## src/design/lrupr_pkg.sv

```systemverilog
// Shared types and constants for the LRU page replacement core.
package lrupr_pkg;

  localparam int unsigned CFG_W       = 7;
  localparam int unsigned PAGE_W      = 16;
  localparam int unsigned FRAME_OUT_W = 6;
  localparam int unsigned FAULT_W     = 32;
  localparam int unsigned MIN_FRAMES  = 2;

  localparam logic [CFG_W-1:0] CFG_RESET = 7'd64;

  typedef enum logic [1:0] {
    ST_IDLE,
    ST_SCAN,
    ST_HOLD
  } state_t;

  typedef struct packed {
    logic commit;
    logic load;
  } upd_t;

endpackage

```

## src/design/lrupr_cell.sv

```systemverilog
// One frame cell: holds tag, valid and rank, and passes the search word on.
module lrupr_cell #(
  parameter int unsigned IDX    = 0,
  parameter int unsigned FRAMES = 64,
  parameter int unsigned TAG_W  = 16
) (
  input  logic                          clk,
  input  logic                          rst_n,
  input  logic [$clog2(FRAMES+1)-1:0]   n_act,
  input  lrupr_pkg::upd_t               upd,
  input  logic [$clog2(FRAMES)-1:0]     upd_idx,
  input  logic [$clog2(FRAMES)-1:0]     upd_rank,
  input  logic [TAG_W-1:0]              upd_tag,
  input  logic                          v_in,
  input  logic [TAG_W-1:0]              page_in,
  input  logic                          hf_in,
  input  logic [$clog2(FRAMES)-1:0]     hr_in,
  input  logic [$clog2(FRAMES)-1:0]     hi_in,
  input  logic                          lh_in,
  input  logic [$clog2(FRAMES)-1:0]     lr_in,
  input  logic [$clog2(FRAMES)-1:0]     li_in,
  input  logic [TAG_W-1:0]              ltag_in,
  input  logic                          lval_in,
  output logic                          v_out,
  output logic [TAG_W-1:0]              page_out,
  output logic                          hf_out,
  output logic [$clog2(FRAMES)-1:0]     hr_out,
  output logic [$clog2(FRAMES)-1:0]     hi_out,
  output logic                          lh_out,
  output logic [$clog2(FRAMES)-1:0]     lr_out,
  output logic [$clog2(FRAMES)-1:0]     li_out,
  output logic [TAG_W-1:0]              ltag_out,
  output logic                          lval_out
);
  import lrupr_pkg::*;

  localparam int unsigned IDX_W = $clog2(FRAMES);
  localparam int unsigned CNT_W = $clog2(FRAMES+1);

  logic [TAG_W-1:0] tag_r;
  logic             valid_r;
  logic [IDX_W-1:0] rank_r;

  logic             v_r;
  logic [TAG_W-1:0] page_r;
  logic             hf_r;
  logic [IDX_W-1:0] hr_r;
  logic [IDX_W-1:0] hi_r;
  logic             lh_r;
  logic [IDX_W-1:0] lr_r;
  logic [IDX_W-1:0] li_r;
  logic [TAG_W-1:0] ltag_r;
  logic             lval_r;

  logic active;
  logic take_hit;
  logic take_lru;
  logic sel;

  always_comb begin
    active   = (CNT_W'(IDX) < n_act);
    take_hit = active && valid_r && (tag_r == page_in) && (!hf_in || (rank_r < hr_in));
    take_lru = active && (!lh_in || (rank_r < lr_in));
    sel      = (upd_idx == IDX_W'(IDX));
  end

  always_ff @(posedge clk) begin
    if (!rst_n) begin
      v_r     <= 1'b0;
      valid_r <= 1'b0;
      rank_r  <= IDX_W'(IDX);
    end else begin
      v_r <= v_in;
      if (upd.commit) begin
        if (sel) begin
          rank_r <= IDX_W'(FRAMES - 1);
          if (upd.load) begin
            valid_r <= 1'b1;
          end
        end else if (rank_r > upd_rank) begin
          rank_r <= rank_r - IDX_W'(1);
        end
      end
    end
  end

  always_ff @(posedge clk) begin
    if (upd.commit && upd.load && sel) begin
      tag_r <= upd_tag;
    end
  end

  always_ff @(posedge clk) begin
    if (v_in) begin
      page_r <= page_in;
      hf_r   <= hf_in | take_hit;
      hr_r   <= take_hit ? rank_r : hr_in;
      hi_r   <= take_hit ? IDX_W'(IDX) : hi_in;
      lh_r   <= lh_in | take_lru;
      lr_r   <= take_lru ? rank_r : lr_in;
      li_r   <= take_lru ? IDX_W'(IDX) : li_in;
      ltag_r <= take_lru ? tag_r : ltag_in;
      lval_r <= take_lru ? valid_r : lval_in;
    end
  end

  assign v_out    = v_r;
  assign page_out = page_r;
  assign hf_out   = hf_r;
  assign hr_out   = hr_r;
  assign hi_out   = hi_r;
  assign lh_out   = lh_r;
  assign lr_out   = lr_r;
  assign li_out   = li_r;
  assign ltag_out = ltag_r;
  assign lval_out = lval_r;

endmodule

```

## config.mk

```make
export PLATFORM = sky130hd
export DESIGN_NAME = lrupr_cell
export DESIGN_NICKNAME = d
export VERILOG_FILES = /design/src/design/lrupr_pkg.sv /design/src/design/lrupr_cell.sv
export SDC_FILE = /design/constraint.sdc
export NUM_CORES = 1
export LEC_CHECK = 0
export BUFFER_PORTS_ARGS = -buffer_cell sky130_fd_sc_hd__clkbuf_2
export CAP_MARGIN = 20
export CORE_MARGIN = 2
export CORE_UTILIZATION = 52
export DETAILED_ROUTE_END_ITERATION = 16
export GPL_ROUTABILITY_DRIVEN = 0
export GPL_TIMING_DRIVEN = 0
export PLACE_DENSITY = 0.86
export SYNTH_ARGS = -nofsm -noshare
export SYNTH_HDL_FRONTEND = slang
export SYNTH_SLANG_ARGS = --single-unit
```

## constraint.sdc

```tcl
create_clock -name clk -period 5.13 [get_ports clk]
set_input_delay 0.7695 -clock clk [delete_from_list [all_inputs] [get_ports clk]]
set_output_delay 0.7695 -clock clk [all_outputs]
set_load 0.03 [all_outputs]
```

==> metrics.log <==
INFO  metric antenna_found_initial = 0
INFO  metric final.setup_skew = 0.01454 ns
INFO  metric grt_setup_unrepaired = no
INFO  metric clock-root-buffer = sky130_fd_sc_hd__clkbuf_8
INFO  metric nets = 543
INFO  metric final_period_minus_worst_setup_slack = 2.309 ns
INFO  metric syn-num-nets = 375
INFO  metric tritoncts_clock_tree = yes
INFO  metric timing.final.setup_violations = 0
INFO  metric insertedDiodeCount = 0
INFO  metric cts.repair.resized = 0
INFO  metric floorplan.die_area = 7977 µm²
INFO  metric most-common-layout-cells = 156 x sky130_fd_sc_hd__clkbuf_2, 75 x sky130_fd_sc_hd__edfxtp_1, 23 x sky130_fd_sc_hd__mux2_2
INFO  metric numClockSinks = 83
INFO  metric routed_wirelength = 8180 µm
INFO  metric start_util = 0.5303
INFO  metric worst_path_largest_cell_delay = 0.53 ns
INFO  metric postLayoutCoreUtil = 0.6920
INFO  metric power.clock.fraction = 0.353
INFO  metric coreArea = 7137 µm²
INFO  metric die_h = 89.32 µm
INFO  metric timing_max_transition_violations_final = 0
INFO  metric post_synth.cell_area_avg = 14.61 µm²
INFO  metric irDropWorstVdd = 0.1345 mV
INFO  metric boundaryPins = 159
INFO  metric cp_cell_sequence = clkbuf_2 > or4_4 > nor4_4 > nor4_1 > o211ai_2 > buf_6 > mux2_1
INFO  metric final_non_filler_cells = 531
INFO  metric endpoint_required_time_on_the_critical_path = 5.22 ns
INFO  metric place.detailed.instances = 515
INFO  metric synth-seq-area-share = 0.6374
INFO  metric ys.flop_type = sky130_fd_sc_hd__edfxtp_1
INFO  metric die_w = 89.32 µm
INFO  metric hpwl = 6350 µm
INFO  metric synth_enable_flop_cells = 75
INFO  metric numPortBuffers = 156
INFO  metric antenna_violating_nets_post_route = 0
INFO  metric total_leakage_power = 2.179 nW
INFO  metric grt_pass1_wl = 12,140 µm
INFO  metric grt_max_degree = 32
INFO  metric clk_path_buf_depth = 2
INFO  metric globalRoute.totalOverflow = 0
INFO  metric cts_setup_buffers = 0
INFO  metric cp_num_buf_inv = 2
INFO  metric finalHoldViolations = 0
INFO  metric holdCritPathClass = flop to flop
INFO  metric synth_cell_types = 48
INFO  metric slew_headroom = 0.4621
INFO  metric globalRouteTotalUtil = 0.2051
INFO  metric switching_power_of_the_nets = 0.3701 mW
INFO  metric yosysWarnings = 0
INFO  metric post_synth_instance_area = 3785 µm²
INFO  metric remaining_drcs = 0
INFO  metric h-tree-depth = 3
INFO  metric grt_pass1_vias = 2,677
INFO  metric synth_async_sr_flop_share = 0
INFO  metric worst_path_max_delay_cell = sky130_fd_sc_hd__or4_4
INFO  metric criticalPathCategory = input port to flop
INFO  metric placement_rows = 31
INFO  metric drt_first_iter_violations = 95
INFO  metric postCtsHoldBufs = 0
INFO  metric timing.critical_path.from_type = input port
INFO  metric outcome = completed
INFO  metric layout-area-overhead-vs-synth = 30.48%
INFO  metric critical_path.top_delay_family = simple AND/OR/NAND/NOR gates
INFO  metric timing.critical_path.fanout_max = 10
INFO  metric cts_buffers = 9
INFO  metric filler_cell_count = 554
INFO  metric firstDrtPassIters = 4
INFO  metric via_count = 2,685
INFO  metric endpoint_kind = flop
INFO  metric final_min_period_over_clock_period = 0.4501
INFO  metric worst_slack = 2.821 ns
INFO  metric power.share.sequential = 0.522
INFO  metric cap_violations = 0
INFO  metric drive_gt1_frac = 0.4838
INFO  metric route.detailed.vias_per_inst = 5.056
INFO  metric dp_slack = 2.447 ns
INFO  metric power.density = 301.9 nW/µm²
INFO  metric worst_setup_hold_path_clk_slew = 0.08 ns
INFO  metric yosys_register_bits = 83
INFO  metric tightestPinTransition = 0.8068 ns
INFO  metric worst-endpoint-arrival = 2.40 ns
INFO  metric final_common_cell = sky130_fd_sc_hd__clkbuf_2
INFO  metric internal_power = 1.121 mW
INFO  metric clock.fmax = 0.4331 GHz
INFO  metric totalNegativeSetupSlack = 0 ns
INFO  metric worstSkewPairLatency = 0.35 ns
INFO  metric syn-instance-count = 259
INFO  metric swShare = 0.2482
INFO  metric power.combinational.fraction = 0.125
INFO  metric wl_per_cell = 15.40 µm
-- cell usage after synthesis (2+ instances only) --
cell / n / area share
sky130_fd_sc_hd__a21oi_1: 8 / 0.011
sky130_fd_sc_hd__and2_1: 13 / 0.021
sky130_fd_sc_hd__and3_1: 3 / 0.0050
sky130_fd_sc_hd__buf_6: 2 / 0.0059
sky130_fd_sc_hd__clkbuf_1: 3 / 0.0030
sky130_fd_sc_hd__dfxtp_1: 8 / 0.042
sky130_fd_sc_hd__edfxtp_1: 75 / 0.60
sky130_fd_sc_hd__ha_1: 17 / 0.056
sky130_fd_sc_hd__inv_1: 21 / 0.021
sky130_fd_sc_hd__mux2_2: 23 / 0.068
sky130_fd_sc_hd__mux2_4: 3 / 0.012
sky130_fd_sc_hd__mux2i_1: 2 / 0.0053
sky130_fd_sc_hd__nand2_1: 7 / 0.0069
sky130_fd_sc_hd__nand2b_1: 3 / 0.0050
sky130_fd_sc_hd__nand3_1: 5 / 0.0066
sky130_fd_sc_hd__nand3b_1: 2 / 0.0040
sky130_fd_sc_hd__nand4_1: 5 / 0.0083
sky130_fd_sc_hd__nor2_1: 6 / 0.0059
sky130_fd_sc_hd__nor3_1: 3 / 0.0040
sky130_fd_sc_hd__o21ai_0: 7 / 0.0093
sky130_fd_sc_hd__o31ai_1: 2 / 0.0040
sky130_fd_sc_hd__xnor2_1: 14 / 0.032
sky130_fd_sc_hd__xor2_1: 2 / 0.0046
-- layer usage --
metal | vias to the layer above | wire [µm] | GRT usage
met1 | 1265 | 3127 | 0.2335
met5 | - | 0 | 0
met4 | 0 | 212 | 0.1018
li1 | 1304 | - | -
met2 | 96 | 4356 | 0.3670
met3 | 20 | 483 | 0.03970
-- path summary, 6_finish.rpt --
path | slack [ns] | to | cells past startpoint | from
max | 2.82 | hr_out[4] | 7 | n_act[4]
min | 0.57 | valid_r | 1 | valid_r
max reg2reg | 2.84 | ltag_out[12] | 7 | rank_r[5]
min reg2reg | 0.57 | valid_r | 1 | valid_r
-- metrics by stage --
step / hold slack [ns] / total power, mW / area, µm²
CTS: 0.5706 / 1.503 / 4938
global route: 0.5800 / 1.544 / 4938
finish: 0.5727 / 1.491 / 4938
detailed placement: 0.5485 / 0.9814 / 4710
global placement: 0.5390 / 0.9739 / 4690
floorplan: 0.4583 / 0.8950 / 3785
-- flip-flops by register name, indices dropped and copies added, names as in the netlist --
| name | flops |
|---|---|
| ltag_out | 16 |
| li_out | 6 |
| lval_out | 1 |
| page_out | 16 |
| lr_out | 6 |
| hf_out | 1 |
| rank_r | 6 |
| hi_out | 6 |
| hr_out | 6 |
| tag_r | 16 |
| v_out | 1 |
| lh_out | 1 |
| valid_r | 1 |
-- power groups by stage --
stage               clock (mW)  sequential [mW]  combinational [mW]
global route             0.559            0.782               0.203
CTS                      0.536            0.779               0.188
detailed placement           0            0.794               0.187
global placement             0            0.794               0.180
finish                   0.526            0.779               0.187
floorplan                    0            0.853              0.0424
-- logic make-up after synthesis --
logic type | count (synthesis) | synth area share
buffers and inverters | 28 | 0.03703
DFF | 83 | 0.6374
xor gates and xnor gates | 16 | 0.03703
muxes | 29 | 0.08859
and+or+nand+nor | 54 | 0.08463
AOI/OAI and AO/OA | 32 | 0.05917
adders and majority gates | 17 | 0.05620
-- final cells by class --
| type | instances | area, µm² | area share |
|---|---|---|---|
| tap | 99 | 123.9 | 0.02508 |
| timing repair buffer | 157 | 800.8 | 0.1621 |
| clock inverter | 7 | 105.1 | 0.02128 |
| clock buffer | 9 | 123.9 | 0.02508 |
| inverter | 21 | 78.83 | 0.01596 |
| multi-input combinational | 148 | 1232 | 0.2496 |
| buffer | 7 | 61.31 | 0.01241 |
| sequential | 83 | 2412 | 0.4885 |
Note: power is estimated with default switching activity, not from simulation.
